[config.mk]
export PLATFORM = sky130hd
export DESIGN_NAME = multi_stop_rgb_gradient_flat
export DESIGN_NICKNAME = d
export VERILOG_FILES = /design/src/hw/rtl/msg_pkg.sv /design/src/hw/rtl/msg_if.sv /design/src/hw/rtl/msg_cfg.sv /design/src/hw/rtl/msg_seg.sv /design/src/hw/rtl/msg_div.sv /design/src/hw/rtl/msg_blend.sv /design/src/hw/rtl/multi_stop_rgb_gradient.sv /design/src/flat_wrapper.sv
export SDC_FILE = /design/constraint.sdc
export NUM_CORES = 2
export LEC_CHECK = 0
export ABC_AREA = 0
export BUFFER_PORTS_ARGS = -buffer_cell sky130_fd_sc_hd__buf_2
export CAP_MARGIN = 20
export CORE_ASPECT_RATIO = 0.5
export CORE_MARGIN = 4
export CORE_UTILIZATION = 35
export CTS_BUF_LIST = sky130_fd_sc_hd__clkbuf_4
export CTS_CLUSTER_SIZE = 25
export DETAILED_ROUTE_END_ITERATION = 10
export SYNTH_ARGS = -nofsm -noshare
export SYNTH_HDL_FRONTEND = slang
export SYNTH_SLANG_ARGS = --single-unit
export TNS_END_PERCENT = 1
[constraint.sdc]
create_clock -name clk -period 11.2 [get_ports clk]
set_input_delay 2.24 -clock clk [delete_from_list [all_inputs] [get_ports clk]]
set_output_delay 2.24 -clock clk [all_outputs]
set_load 0.01 [all_outputs]
[src/hw/rtl/msg_pkg.sv]
// Shared types, constants and widths for the multi-stop RGB gradient.
`timescale 1ns / 1ps
`default_nettype none
package msg_pkg;

	localparam int POS_W      = 16;
	localparam int CNT_W      = 3;
	localparam int COLOR_W    = 24;
	localparam int CH_W       = 8;
	localparam int REG_IDX_W  = 3;
	localparam int MAX_STOPS  = 6;
	localparam int IDX_W      = 3;
	localparam int PCT_W      = 7;
	localparam int PCT_SCALE  = 100;
	// percent dividend: frac * 100 with frac below 2^16
	localparam int DVD_W      = 23;
	localparam int MAG_W      = PCT_W + CH_W;

	// register indexes
	localparam logic [REG_IDX_W-1:0] REG_RESOLUTION = 3'd0;
	localparam logic [REG_IDX_W-1:0] REG_COUNT      = 3'd1;
	localparam logic [REG_IDX_W-1:0] REG_COLOR0     = 3'd2;

	// reciprocals for constant division of a 16-bit value
	localparam int DIV3_MUL     = 43691;
	localparam int DIV3_SHIFT   = 17;
	localparam int DIV5_MUL     = 52429;
	localparam int DIV5_SHIFT   = 18;
	localparam int DIV100_MUL   = 5243;
	localparam int DIV100_SHIFT = 19;

	typedef struct packed {
		logic [POS_W-1:0]                      resolution;
		logic [CNT_W-1:0]                      color_count;
		logic [MAX_STOPS-1:0][COLOR_W-1:0]     palette;
	} cfg_t;

	// segment stage result: percent dividend and divisor
	typedef struct packed {
		logic [DVD_W-1:0] dividend;
		logic [POS_W-1:0] seglen;
		logic [IDX_W-1:0] idx;
		logic             blank;
		logic             single;
	} seg_t;

	// percent stage result
	typedef struct packed {
		logic [PCT_W-1:0] pct;
		logic [IDX_W-1:0] idx;
		logic             blank;
		logic             single;
	} pct_t;

endpackage
`default_nettype wire

[src/hw/rtl/msg_if.sv]
// Stream and configuration interfaces of the multi-stop RGB gradient.
`timescale 1ns / 1ps
`default_nettype none
interface msg_pos_if;
	import msg_pkg::*;
	logic             valid;
	logic             ready;
	logic [POS_W-1:0] position;
	modport source (output valid, output position, input ready);
	modport sink   (input valid, input position, output ready);
endinterface

interface msg_rgb_if;
	import msg_pkg::*;
	logic            valid;
	logic            ready;
	logic [CH_W-1:0] red;
	logic [CH_W-1:0] green;
	logic [CH_W-1:0] blue;
	logic            blank;
	modport source (output valid, output red, output green, output blue, output blank,
		input ready);
	modport sink   (input valid, input red, input green, input blue, input blank,
		output ready);
endinterface

interface msg_cfg_if;
	import msg_pkg::*;
	logic                 valid;
	logic                 ready;
	logic [REG_IDX_W-1:0] index;
	logic [COLOR_W-1:0]   data;
	modport source (output valid, output index, output data, input ready);
	modport sink   (input valid, input index, input data, output ready);
endinterface
`default_nettype wire

[src/hw/rtl/msg_cfg.sv]
// Configuration register file of the multi-stop RGB gradient.
`timescale 1ns / 1ps
`default_nettype none
module msg_cfg (
	input  wire logic           clk,
	input  wire logic           arst_n,
	msg_cfg_if.sink             cfg,
	output msg_pkg::cfg_t       regs
);
	import msg_pkg::*;

	cfg_t regs_q;

	assign cfg.ready = 1'b1;
	assign regs      = regs_q;

	always_ff @(posedge clk or negedge arst_n) begin
		if (!arst_n) begin
			regs_q <= '0;
		end else if (cfg.valid && cfg.ready) begin
			case (cfg.index)
				REG_RESOLUTION: regs_q.resolution  <= cfg.data[POS_W-1:0];
				REG_COUNT:      regs_q.color_count <= cfg.data[CNT_W-1:0];
				default: begin
					// remaining indexes map onto the palette stops
					regs_q.palette[3'(cfg.index - REG_COLOR0)] <= cfg.data;
				end
			endcase
		end
	end

endmodule
`default_nettype wire

[src/hw/rtl/msg_seg.sv]
// Segment length, segment index and percent dividend, two pipeline stages.
`timescale 1ns / 1ps
`default_nettype none
module msg_seg (
	input  wire logic                   clk,
	input  wire logic                   arst_n,
	input  wire msg_pkg::cfg_t          regs,
	input  wire logic                   in_valid,
	output logic                        in_ready,
	input  wire logic [msg_pkg::POS_W-1:0] in_pos,
	output logic                        out_valid,
	input  wire logic                   out_ready,
	output msg_pkg::seg_t               out_seg
);
	import msg_pkg::*;

	logic             v_s1, v_s2;
	logic             en_s1, en_s2;
	logic [POS_W-1:0] pos_s1, seglen_s1;
	logic [CNT_W-1:0] cnt_s1;
	logic             blank_s1, single_s1;
	seg_t             seg_s2;

	logic [CNT_W-1:0] cnt_sat;
	logic [POS_W-1:0] seglen;
	logic [31:0]      p3, p5;
	logic [18:0]      mult [0:5];
	logic [IDX_W-1:0] idx;
	logic [POS_W-1:0] frac;
	seg_t             seg_d;

	assign en_s2     = !v_s2 || out_ready;
	assign en_s1     = !v_s1 || en_s2;
	assign in_ready  = en_s1;
	assign out_valid = v_s2;
	assign out_seg   = seg_s2;

	// stage 1: saturate the count and divide the resolution by count - 1
	always_comb begin
		cnt_sat = (regs.color_count > CNT_W'(MAX_STOPS)) ? CNT_W'(MAX_STOPS)
			: regs.color_count;
		p3 = 32'(regs.resolution) * 32'(DIV3_MUL);
		p5 = 32'(regs.resolution) * 32'(DIV5_MUL);
		case (cnt_sat)
			3'd2:    seglen = regs.resolution;
			3'd3:    seglen = regs.resolution >> 1;
			3'd4:    seglen = POS_W'(p3 >> DIV3_SHIFT);
			3'd5:    seglen = regs.resolution >> 2;
			3'd6:    seglen = POS_W'(p5 >> DIV5_SHIFT);
			default: seglen = '0;
		endcase
	end

	always_ff @(posedge clk or negedge arst_n) begin
		if (!arst_n) begin
			v_s1 <= 1'b0;
		end else if (en_s1) begin
			v_s1 <= in_valid;
		end
	end

	always_ff @(posedge clk) begin
		if (en_s1 && in_valid) begin
			pos_s1    <= in_pos;
			seglen_s1 <= seglen;
			cnt_s1    <= cnt_sat;
			blank_s1  <= (cnt_sat == '0) || (regs.resolution == '0)
				|| (in_pos >= regs.resolution);
			single_s1 <= (cnt_sat == 3'd1);
		end
	end

	// stage 2: segment index by compare against multiples, then remainder
	always_comb begin
		idx = '0;
		mult[0] = '0;
		for (int k = 1; k <= 5; k++) begin
			mult[k] = 19'(k) * 19'(seglen_s1);
			idx = idx + IDX_W'({3'b000, pos_s1} >= mult[k]);
		end
		frac = pos_s1 - POS_W'(mult[idx]);
		seg_d.dividend = DVD_W'(frac) * DVD_W'(PCT_SCALE);
		seg_d.seglen   = seglen_s1;
		seg_d.idx      = idx;
		seg_d.single   = single_s1 && !blank_s1;
		seg_d.blank    = blank_s1 || (!single_s1
			&& ((seglen_s1 == '0) || ((4'(idx) + 4'd1) >= 4'(cnt_s1))));
	end

	always_ff @(posedge clk or negedge arst_n) begin
		if (!arst_n) begin
			v_s2 <= 1'b0;
		end else if (en_s2) begin
			v_s2 <= v_s1;
		end
	end

	always_ff @(posedge clk) begin
		if (en_s2 && v_s1) begin
			seg_s2 <= seg_d;
		end
	end

endmodule
`default_nettype wire

[src/hw/rtl/msg_div.sv]
// Restoring percent divider, 2+2+2+1 quotient bits over four stages.
`timescale 1ns / 1ps
`default_nettype none
module msg_div (
	input  wire logic          clk,
	input  wire logic          arst_n,
	input  wire logic          in_valid,
	output logic               in_ready,
	input  wire msg_pkg::seg_t in_seg,
	output logic               out_valid,
	input  wire logic          out_ready,
	output msg_pkg::pct_t      out_pct
);
	import msg_pkg::*;

	typedef struct packed {
		logic             hit;
		logic [DVD_W-1:0] rem;
	} step_t;

	function automatic step_t div_step(input logic [DVD_W-1:0] rem,
		input logic [POS_W-1:0] den, input int sh);
		step_t            r;
		logic [DVD_W-1:0] d;
		d = DVD_W'(den) << sh;
		r.hit = (rem >= d);
		r.rem = r.hit ? (rem - d) : rem;
		return r;
	endfunction

	logic             v_s3, v_s4, v_s5, v_s6;
	logic             en_s3, en_s4, en_s5, en_s6;
	seg_t             seg_s3, seg_s4, seg_s5;
	logic [PCT_W-1:0] q_s3, q_s4, q_s5;
	pct_t             pct_s6;

	step_t a3, b3, a4, b4, a5, b5, a6;
	seg_t  nx3, nx4, nx5;

	assign en_s6     = !v_s6 || out_ready;
	assign en_s5     = !v_s5 || en_s6;
	assign en_s4     = !v_s4 || en_s5;
	assign en_s3     = !v_s3 || en_s4;
	assign in_ready  = en_s3;
	assign out_valid = v_s6;
	assign out_pct   = pct_s6;

	// dividend field carries the partial remainder from stage to stage
	always_comb begin
		a3 = div_step(in_seg.dividend, in_seg.seglen, 6);
		b3 = div_step(a3.rem, in_seg.seglen, 5);
		a4 = div_step(seg_s3.dividend, seg_s3.seglen, 4);
		b4 = div_step(a4.rem, seg_s3.seglen, 3);
		a5 = div_step(seg_s4.dividend, seg_s4.seglen, 2);
		b5 = div_step(a5.rem, seg_s4.seglen, 1);
		a6 = div_step(seg_s5.dividend, seg_s5.seglen, 0);
		nx3          = in_seg;
		nx3.dividend = b3.rem;
		nx4          = seg_s3;
		nx4.dividend = b4.rem;
		nx5          = seg_s4;
		nx5.dividend = b5.rem;
	end

	always_ff @(posedge clk or negedge arst_n) begin
		if (!arst_n) begin
			v_s3 <= 1'b0;
			v_s4 <= 1'b0;
			v_s5 <= 1'b0;
			v_s6 <= 1'b0;
		end else begin
			if (en_s3) v_s3 <= in_valid;
			if (en_s4) v_s4 <= v_s3;
			if (en_s5) v_s5 <= v_s4;
			if (en_s6) v_s6 <= v_s5;
		end
	end

	always_ff @(posedge clk) begin
		if (en_s3 && in_valid) begin
			seg_s3 <= nx3;
			q_s3   <= {a3.hit, b3.hit, 5'b00000};
		end
		if (en_s4 && v_s3) begin
			seg_s4 <= nx4;
			q_s4   <= {q_s3[6:5], a4.hit, b4.hit, 3'b000};
		end
		if (en_s5 && v_s4) begin
			seg_s5 <= nx5;
			q_s5   <= {q_s4[6:3], a5.hit, b5.hit, 1'b0};
		end
		if (en_s6 && v_s5) begin
			pct_s6.pct    <= {q_s5[6:1], a6.hit};
			pct_s6.idx    <= seg_s5.idx;
			pct_s6.blank  <= seg_s5.blank;
			pct_s6.single <= seg_s5.single;
		end
	end

endmodule
`default_nettype wire

[src/hw/rtl/msg_blend.sv]
// Channel blend: percent times stop difference, divided by 100 toward zero.
`timescale 1ns / 1ps
`default_nettype none
module msg_blend (
	input  wire logic          clk,
	input  wire logic          arst_n,
	input  wire msg_pkg::cfg_t regs,
	input  wire logic          in_valid,
	output logic               in_ready,
	input  wire msg_pkg::pct_t in_pct,
	msg_rgb_if.source          color
);
	import msg_pkg::*;

	logic             v_s7, v_s8;
	logic             en_s7, en_s8;
	logic [CH_W-1:0]  from_s7 [0:2];
	logic [MAG_W-1:0] mag_s7 [0:2];
	logic             neg_s7 [0:2];
	logic             blank_s7;
	logic [CH_W-1:0]  ch_s8 [0:2];
	logic             blank_s8;

	logic [IDX_W-1:0] ia;
	logic [CH_W-1:0]  ca [0:2];
	logic [CH_W-1:0]  cb [0:2];
	logic [CH_W-1:0]  dmag [0:2];
	logic             dneg [0:2];
	logic [27:0]      qp [0:2];
	logic [CH_W-1:0]  q [0:2];

	assign en_s8       = !v_s8 || color.ready;
	assign en_s7       = !v_s7 || en_s8;
	assign in_ready    = en_s7;
	assign color.valid = v_s8;
	assign color.red   = ch_s8[0];
	assign color.green = ch_s8[1];
	assign color.blue  = ch_s8[2];
	assign color.blank = blank_s8;

	// stage 7: pick the two stops, take the difference apart into sign and size
	always_comb begin
		ia = (in_pct.idx > IDX_W'(MAX_STOPS - 2)) ? IDX_W'(MAX_STOPS - 2) : in_pct.idx;
		for (int c = 0; c < 3; c++) begin
			ca[c]   = regs.palette[ia][COLOR_W-1-CH_W*c -: CH_W];
			cb[c]   = regs.palette[3'(ia + 3'd1)][COLOR_W-1-CH_W*c -: CH_W];
			dneg[c] = (cb[c] < ca[c]);
			dmag[c] = dneg[c] ? (ca[c] - cb[c]) : (cb[c] - ca[c]);
		end
	end

	always_ff @(posedge clk or negedge arst_n) begin
		if (!arst_n) begin
			v_s7 <= 1'b0;
			v_s8 <= 1'b0;
		end else begin
			if (en_s7) v_s7 <= in_valid;
			if (en_s8) v_s8 <= v_s7;
		end
	end

	always_ff @(posedge clk) begin
		if (en_s7 && in_valid) begin
			blank_s7 <= in_pct.blank;
			for (int c = 0; c < 3; c++) begin
				neg_s7[c] <= dneg[c];
				if (in_pct.blank) begin
					from_s7[c] <= '0;
					mag_s7[c]  <= '0;
				end else if (in_pct.single) begin
					from_s7[c] <= regs.palette[0][COLOR_W-1-CH_W*c -: CH_W];
					mag_s7[c]  <= '0;
				end else begin
					from_s7[c] <= ca[c];
					mag_s7[c]  <= MAG_W'(in_pct.pct) * MAG_W'(dmag[c]);
				end
			end
		end
	end

	// stage 8: divide the size by 100 through its reciprocal, apply the sign
	always_comb begin
		for (int c = 0; c < 3; c++) begin
			qp[c] = 28'(mag_s7[c]) * 28'(DIV100_MUL);
			q[c]  = CH_W'(qp[c] >> DIV100_SHIFT);
		end
	end

	always_ff @(posedge clk) begin
		if (en_s8 && v_s7) begin
			blank_s8 <= blank_s7;
			for (int c = 0; c < 3; c++) begin
				ch_s8[c] <= neg_s7[c] ? (from_s7[c] - q[c]) : (from_s7[c] + q[c]);
			end
		end
	end

endmodule
`default_nettype wire

[src/hw/rtl/multi_stop_rgb_gradient.sv]
// Top level of the multi-stop RGB gradient: position in, blended RGB word out.
//
//   channel  dir   word                         handshake
//   cfg      in    index[2:0], data[23:0]       valid / ready (ready held high)
//   pos      in    position[15:0]               valid / ready
//   color    out   red, green, blue, blank      valid / ready
//
// Rate: one word per cycle sustained while the output is ready.
//   The pipeline has eight stages: two for segment lookup,
//   four for the percent divider, two for the blend.
// Reset: arst_n clears the configuration registers and every stage valid.
// Stalls: each stage holds its word while the next stage is full and cannot move on;
//   bubbles close up, so new positions are taken while a result waits at the output and a stage is free.
`timescale 1ns / 1ps
`default_nettype none
module multi_stop_rgb_gradient (
	input  wire logic clk,
	input  wire logic arst_n,
	msg_cfg_if.sink   cfg,
	msg_pos_if.sink   pos,
	msg_rgb_if.source color
);
	import msg_pkg::*;

	localparam int PIPE_DEPTH = 8;
	localparam int FLIGHT_W   = $clog2(PIPE_DEPTH + 1);

	cfg_t regs;

	// segment stage to divider
	logic seg_valid, seg_ready;
	seg_t seg_word;

	// divider to blend
	logic pct_valid, pct_ready;
	pct_t pct_word;

	// register file: the user must write it only while no word is in flight; the block does not enforce this
	msg_cfg u_cfg (
		.clk    (clk),
		.arst_n (arst_n),
		.cfg    (cfg),
		.regs   (regs)
	);

	// guards, segment length, segment index and percent dividend
	msg_seg u_seg (
		.clk       (clk),
		.arst_n    (arst_n),
		.regs      (regs),
		.in_valid  (pos.valid),
		.in_ready  (pos.ready),
		.in_pos    (pos.position),
		.out_valid (seg_valid),
		.out_ready (seg_ready),
		.out_seg   (seg_word)
	);

	// percent within the segment, 0 to 99 unless the word is blank or single
	msg_div u_div (
		.clk       (clk),
		.arst_n    (arst_n),
		.in_valid  (seg_valid),
		.in_ready  (seg_ready),
		.in_seg    (seg_word),
		.out_valid (pct_valid),
		.out_ready (pct_ready),
		.out_pct   (pct_word)
	);

	// stop lookup and per-channel blend, drives the output register
	msg_blend u_blend (
		.clk      (clk),
		.arst_n   (arst_n),
		.regs     (regs),
		.in_valid (pct_valid),
		.in_ready (pct_ready),
		.in_pct   (pct_word),
		.color    (color)
	);

	// count words in flight for the checks below
	logic                acc_in, acc_out;
	logic [FLIGHT_W-1:0] flight_q;

	assign acc_in  = pos.valid && pos.ready;
	assign acc_out = color.valid && color.ready;

	always_ff @(posedge clk or negedge arst_n) begin
		if (!arst_n) begin
			flight_q <= '0;
		end else begin
			flight_q <= flight_q + FLIGHT_W'(acc_in) - FLIGHT_W'(acc_out);
		end
	end

	a_blank_black: assert property (@(posedge clk) disable iff (!arst_n)
		color.valid && color.blank |-> color.red == '0 && color.green == '0
			&& color.blue == '0)
		else $error("blank word carries a nonzero colour");

	a_flight_bound: assert property (@(posedge clk) disable iff (!arst_n)
		flight_q <= FLIGHT_W'(PIPE_DEPTH))
		else $error("more words in flight than pipeline stages");

	a_empty_no_out: assert property (@(posedge clk) disable iff (!arst_n)
		flight_q == '0 |-> !color.valid)
		else $error("result shown with no word in flight");

	a_full_stall: assert property (@(posedge clk) disable iff (!arst_n)
		flight_q == FLIGHT_W'(PIPE_DEPTH) && !color.ready |-> !pos.ready)
		else $error("full pipeline took a word while stalled");

endmodule
`default_nettype wire
[src/flat_wrapper.sv]
// flat-port wrapper written by rule: the top's interface ports become plain ports
module multi_stop_rgb_gradient_flat import msg_pkg::*;
  (clk, arst_n, cfg_valid, cfg_index, cfg_data, cfg_ready, pos_valid, pos_position, pos_ready, color_valid, color_red, color_green, color_blue, color_blank, color_ready);
  msg_cfg_if cfg_i ();
  msg_pos_if pos_i ();
  msg_rgb_if color_i ();
  input  wire logic clk;
  input  wire logic arst_n;
  input wire logic [$bits(cfg_i.valid)-1:0] cfg_valid;
  input wire logic [$bits(cfg_i.index)-1:0] cfg_index;
  input wire logic [$bits(cfg_i.data)-1:0] cfg_data;
  output wire logic [$bits(cfg_i.ready)-1:0] cfg_ready;
  input wire logic [$bits(pos_i.valid)-1:0] pos_valid;
  input wire logic [$bits(pos_i.position)-1:0] pos_position;
  output wire logic [$bits(pos_i.ready)-1:0] pos_ready;
  output wire logic [$bits(color_i.valid)-1:0] color_valid;
  output wire logic [$bits(color_i.red)-1:0] color_red;
  output wire logic [$bits(color_i.green)-1:0] color_green;
  output wire logic [$bits(color_i.blue)-1:0] color_blue;
  output wire logic [$bits(color_i.blank)-1:0] color_blank;
  input wire logic [$bits(color_i.ready)-1:0] color_ready;
  assign cfg_i.valid = cfg_valid;
  assign cfg_i.index = cfg_index;
  assign cfg_i.data = cfg_data;
  assign cfg_ready = cfg_i.ready;
  assign pos_i.valid = pos_valid;
  assign pos_i.position = pos_position;
  assign pos_ready = pos_i.ready;
  assign color_valid = color_i.valid;
  assign color_red = color_i.red;
  assign color_green = color_i.green;
  assign color_blue = color_i.blue;
  assign color_blank = color_i.blank;
  assign color_i.ready = color_ready;
  multi_stop_rgb_gradient u_core (.clk(clk), .arst_n(arst_n), .cfg(cfg_i), .pos(pos_i), .color(color_i));
endmodule
; Yosys cells after proc, flatten, opt, wreduce, memory -nomap -nowiden
; Memory sizes are Yosys's and may differ from the RTL's.
; Index checks and enable logic that the tools add are counted.
[op_classes]
addsub = 26
mul = 11
magnitude_cmp = 24
n_eq_ne = 7
muxes = 52
bitwise_logic = 14
n_reduce_logical = 41
[op_table]
columns = operator, count
row1 = binary-select mux 24 bit (select 3 bit), 2
row2 = bitwise mux 144 bit, 1
row3 = 2-to-1 mux 23 bit, 6
row4 = 2-to-1 mux 8 bit, 12
row5 = 2-to-1 mux 15 bit, 6
row6 = "multiplier 15 x 13 -> 27 bit, second input constant", 3
row7 = case mux 16 bit (5 select lines), 1
row8 = demux 24 bit (select 3 bit), 1
row9 = 2-to-1 mux 24 bit, 3
row10 = subtractor 8 bit, 9
row11 = "multiplier 16 x 16 -> 32 bit, second input constant", 2
row12 = binary-select mux 19 bit (select 3 bit), 1
row13 = multiplier 7 x 8 -> 15 bit, 3
row14 = >= comparator 16 x 18 -> 1 bit, 2
row15 = >= comparator 16 bit, 2
row16 = zero test 16 bit, 2
row17 = 2-to-1 mux 16 bit, 2
row18 = adder 8 bit, 3
row19 = less-than comparator 8 bit, 3
row20 = >= comparator 23 x 16 -> 1 bit, 1
row21 = >= comparator 23 x 17 -> 1 bit, 1
row22 = >= comparator 23 x 18 -> 1 bit, 1
row23 = >= comparator 23 x 19 -> 1 bit, 1
row24 = >= comparator 23 x 20 -> 1 bit, 1
row25 = other kinds (39), 106
[totals]
ff_bits = 408
ramBits = 96
in_bits = 48
wordCells = 229
memories = 4
[mem_list]
columns = memory, depth, width, read_ports, rd_ports_with_merged_regs, write_ports, line_no
row1 = u_core.u_blend.mag_s7, 3, 15, 3, 0, 3, msg_blend.sv:18  ; logic [MAG_W-1:0] mag_s7 [0:2];
row2 = u_core.u_blend.ch_s8, 3, 8, 3, 0, 3, msg_blend.sv:21  ; logic [CH_W-1:0] ch_s8 [0:2];
row3 = u_core.u_blend.from_s7, 3, 8, 3, 0, 3, msg_blend.sv:17  ; logic [CH_W-1:0] from_s7 [0:2];
row4 = u_core.u_blend.neg_s7, 3, 1, 3, 0, 3, msg_blend.sv:19  ; logic neg_s7 [0:2];

; Logic depth before layout (Yosys ltp)
[logic_depth]
word_depth = 11
depth_mapped = 52
ltp_nobuf = 51

; Cells and area by module
; Synthesis repeated with hierarchy kept, for this count alone.
[unflattened]
hier_cells = 5962
hier_area_um2 = 60390.4
[modules_own_cells]
columns = mod, instances, cells_per_inst, area_each_um2
row1 = msg_blend, 1, 2609, 24384.6
row2 = msg_seg, 1, 1838, 18046.1
row3 = msg_div, 1, 1160, 11741.3
row4 = msg_cfg, 1, 355, 6218.5

; Least setup slack after synthesis
; No wires, ideal clock.
[synth_path]
path_type = register to register
from = reg u_core.u_seg.seglen_s1[1]
to = reg u_core.u_seg.seg_s2 (netlist bit u_core.u_seg.out_seg[42]) (data pin)
t_arrival_ns = 9.818
t_required_ns = 10.942
path_slack_ns = 1.124
path_stages_with_launch = 45
path_buffers = 1
period_less_slack_ns = 10.076
cell_sequence = edfxtp_1 > ha_1 > fa_1 > a21oi_1 > o21ai_0 > a21oi_1 > a21oi_1 > a41oi_1 > nor2b_1 > xor2_1 > ha_1 > nand4_1 > nor4_1 > nor2_1 > nand2_1 > a21oi_1 > a2111o_1 > fa_1 > [9 not listed] > a21boi_0 > o41ai_1 > o21ai_0 > or4_1 > nand2_1 > xnor2_1 > ha_1 > ha_1 > inv_1 > fa_1 > inv_1 > ha_1 > or3_1 > a311oi_1 > nor2_1 > a211o_1 > a21oi_1 > xnor2_1
[synth_lines]
columns = item, line_no
row1 = from (decl), msg_seg.sv:19  ; logic [POS_W-1:0] pos_s1, seglen_s1;
row2 = from (signal assigned), msg_seg.sv:65  ; seglen_s1 <= seglen;
row3 = to (signal assigned), msg_seg.sv:100  ; seg_s2 <= seg_d;
row4 = to (decl), msg_seg.sv:22  ; seg_t seg_s2;

==> reports/results.tsv <==
stage	metric	value	unit
outcome	outcome	completed	
global_route	Global Route Usage Sum	0.160	
floorplan	die area	178000	um^2
logic_synthesis	FF+latch count, synth	499	
global_route	first-pass GRT wire length	230	mm
route	ANT nets after route	0	
worst_setup_path	critical path's top delay family	adder cells	
worst_setup_path	critical path arrival	11.43	ns
clock_tree	clock root cell	clkbuf_4	
logic_synthesis	Yosys warnings	0	
clock_tree	CTS Hold Buffers Added	0	
place	post-DP HPWL	114	mm
floorplan	initial core utilization	0.355	
logic_synthesis	register area share after synthesis	0.236	
cells_and_area	fill count	16800	
cells_and_area	share of layout cells above drive strength 1	0.109	
place	routability cong.	0.900	
worst_setup_path	WP data required	11.98	ns
route	DRC	0	
sta	Worst Clk Skew	0.101	ns
cells_and_area	number of nets in the layout	7644	
sta	Final min period	10.64	ns
worst_setup_path	r2r setup slk	0.56	ns
floorplan	# IOs	76	
route	final WL	142	mm
logic_synthesis	cells after synthesis	5909	
run	max_cap viols	0	
sta	Final TNS setup	0	ns
sta	worst slew pin tran	1.08	ns
logic_synthesis	Synth Net Count	7495	
clock_tree	H-tree Lvls	4	
clock_tree	clk_lat worst skew	1.07	ns
floorplan	total core area	168000	um^2
cells_and_area	Storage cell area	14100	um^2
route	routed len/inst	16.9	um
worst_setup_path	slowest CP cell	edfxtp_1	
logic_synthesis	Post-synth top flop	edfxtp_1	
sta	Peak Freq	94.0	MHz
min_path	worst min path class	reg2reg	
clock_tree	CTS Buffer Depth	3	
global_route	total gr overflow	0	
cells_and_area	Area growth syn-to-layout	8.44	%
route	post-DR vias/cell	4.97	
worst_setup_path	Crit Path Class	reg2reg	
clock_tree	clock-pin slew on the worst setup and hold paths	0.07	ns
clock_tree	CTS sink count	499	
logic_synthesis	mapped cell area	59800	um^2
sta	Tcrit/Tclk final	0.950	
route	vias	41900	
logic_synthesis	syn avg cell area	10.1	um^2
worst_setup_path	most used cell, CP	ha_1	
floorplan	die width	592	um
cells_and_area	Core Util, Final	0.385	
route	DRT Pass-1 Iters	5	
sta	max-slew violations	0	
global_route	initial antenna violation count	18	
logic_synthesis	FFs w/ async S/R, synth	0.343	
sta	Setup-failing EPs final	0	
sta	final hold vios	0	
logic_synthesis	number of synthesized flops with an enable pin	328	
sta	RSZ-0062 raised after global routing	false	
worst_setup_path	CP Max Fanout	9	
worst_setup_path	CP peak stage delay	0.63	ns
worst_setup_path	CP endpoint kind	register	
worst_setup_path	critical path buffer and inverter count	7	
worst_setup_path	startpoint types	register	
clock_tree	CTS tree	done	
cells_and_area	Multi-input gate area	41300	um^2
logic_synthesis	number of library cell types mapped by synthesis	101	
floorplan	Cell Rows	106	
global_route	largest net degree at the start of global routing	91	
floorplan	Die Ht	300	um
sta	max_slew headroom	0.280	
global_route	vias in the first global route	42400	
clock_tree	TritonCTS Buffers	137	
route	DRT iter0 DRCs	2139	
place	Port Buffers	74	
[registers in the layout (all words and copies together), names as in the netlist, 4 cells and up]
name,cells
u_core.u_seg.out_seg,42
u_core.u_div.q_s5,6
u_core.u_blend.ch_s8,24
u_core.u_div.nx5,21
u_core.u_cfg.regs,163
u_core.u_blend.from_s7,24
u_core.u_div.out_pct,12
u_core.u_blend.mag_s7,45
u_core.u_div.seg_s5,43
u_core.u_seg.pos_s1,16
u_core.u_div.seg_s4,21
u_core.u_div.seg_s3,21
u_core.u_div.q_s4,4
u_core.u_seg.seglen_s1,16
u_core.u_div.nx4,21
[worst reg2reg max path: cells and delay by family, from the launching register on]
| family | cells | cell delay [ns] |
|---|---|---|
| adders and majority gates | 10 | 3.57 |
| and+or+nand+nor | 14 | 2.58 |
| AOI/OAI and AO/OA | 13 | 2.13 |
| buffers and inverters | 7 | 0.93 |
| DFF | 1 | 0.63 |
| xor gates and xnor gates | 3 | 0.49 |
[cell families after synthesis]
logic type / Yosys count / synth area share
adder cells (fa/ha/maj): 1538 / 0.383
buffers and inverters: 1165 / 0.0741
AND/OR/NAND/NOR: 1142 / 0.0929
AO/OA/AOI/OAI: 939 / 0.101
flip-flops: 499 / 0.236
multiplexers: 351 / 0.0719
XOR/XNOR: 274 / 0.0402
other: 1 / 0.0000627
[through the flow]
stage	setup WS [ns]	hold WS (ns)	cell area, um^2	std cells
after floorplan	1.12	0.400	59800	5909
after global placement	0.292	0.400	63000	8184
after detailed placement	0.176	0.405	63000	8184
after CTS	0.186	0.349	64700	8418
after global routing	0.0210	0.370	64800	8426
final	0.557	0.345	64800	8431
[per-layer routing]
| layer | vias up | track usage | share of wire |
|---|---|---|---|
| li1 | 20600 | - | - |
| met2 | 681 | 0.269 | 0.47 |
| met4 | 0 | 0.0414 | 0.020 |
| met3 | 185 | 0.0199 | 0.034 |
| met5 | - | 0 | 0 |
| met1 | 20400 | 0.219 | 0.48 |
[final timing paths]
path,depth (start not counted),endpoint,from
hold reg to reg,0,u_core.u_div.seg_s5[0],u_core.u_div.nx5[0]
min in group asynchronous,1,u_core.u_cfg.regs[145],arst_n
setup reg to reg,47,u_core.u_seg.out_seg[42],u_core.u_seg.seglen_s1[9]
hold / removal,0,u_core.u_div.seg_s5[0],u_core.u_div.nx5[0]
max in group asynchronous,3,u_core.u_cfg.regs[127],arst_n
setup / recovery,47,u_core.u_seg.out_seg[42],u_core.u_seg.seglen_s1[9]
[cell usage in the layout (no fill, tap or decap), drive strengths merged, types with 19 or more instances in the layout]
cell	netlist	final
a21o	89	89
nand2	370	370
nor4	19	19
and2	53	53
nor3	75	75
or3	20	20
mux2	213	213
xnor2	191	191
clkinv	2	42
mux4	40	40
a211oi	31	31
dfrtp	171	171
nor2	258	258
clkbuf	90	185
edfxtp	328	328
o21ai	235	235
buf	35	135
nor2b	71	71
and3	26	26
xor2	83	83
mux2i	98	98
fa	486	486
a21oi	257	257
a21boi	23	23
nand2b	58	58
nand3	56	56
a31oi	26	26
nand4	52	52
inv	1038	1040
o21a	44	44
o21bai	42	42
ha	1052	1052
[layout make-up]
| class | instances | share of cell area |
|---|---|---|
| sequential | 499 | 0.218 |
| antenna | 10 | 0.000386 |
| inverter | 1040 | 0.0602 |
| tap | 2268 | 0.0438 |
| timing repair buffer | 135 | 0.0132 |
| clock buffer | 185 | 0.0214 |
| clock inverter | 49 | 0.00527 |
| multi-input combinational | 4245 | 0.638 |
[cells in the mapped netlist, types with 83 or more instances]
| library cell | number | area share |
|---|---|---|
| ha_1 | 1052 | 0.22 |
| inv_1 | 1037 | 0.065 |
| fa_1 | 486 | 0.16 |
| nand2_1 | 370 | 0.023 |
| edfxtp_1 | 328 | 0.16 |
| nor2_1 | 258 | 0.016 |
| a21oi_1 | 257 | 0.022 |
| o21ai_0 | 227 | 0.019 |
| mux2_2 | 208 | 0.039 |
| xnor2_1 | 191 | 0.028 |
| dfrtp_1 | 171 | 0.072 |
| mux2i_1 | 98 | 0.016 |
| a21o_1 | 89 | 0.011 |
| clkbuf_1 | 89 | 0.0056 |
| xor2_1 | 83 | 0.012 |
[repair_timing]
action,CTS,global route
endpoints found under the setup margin,0,6
buffers inserted,0,2
gates resized for setup,0,14
Power is not shown: default switching activity piles up to over one toggle a cycle in this logic, so the estimate is an artifact.
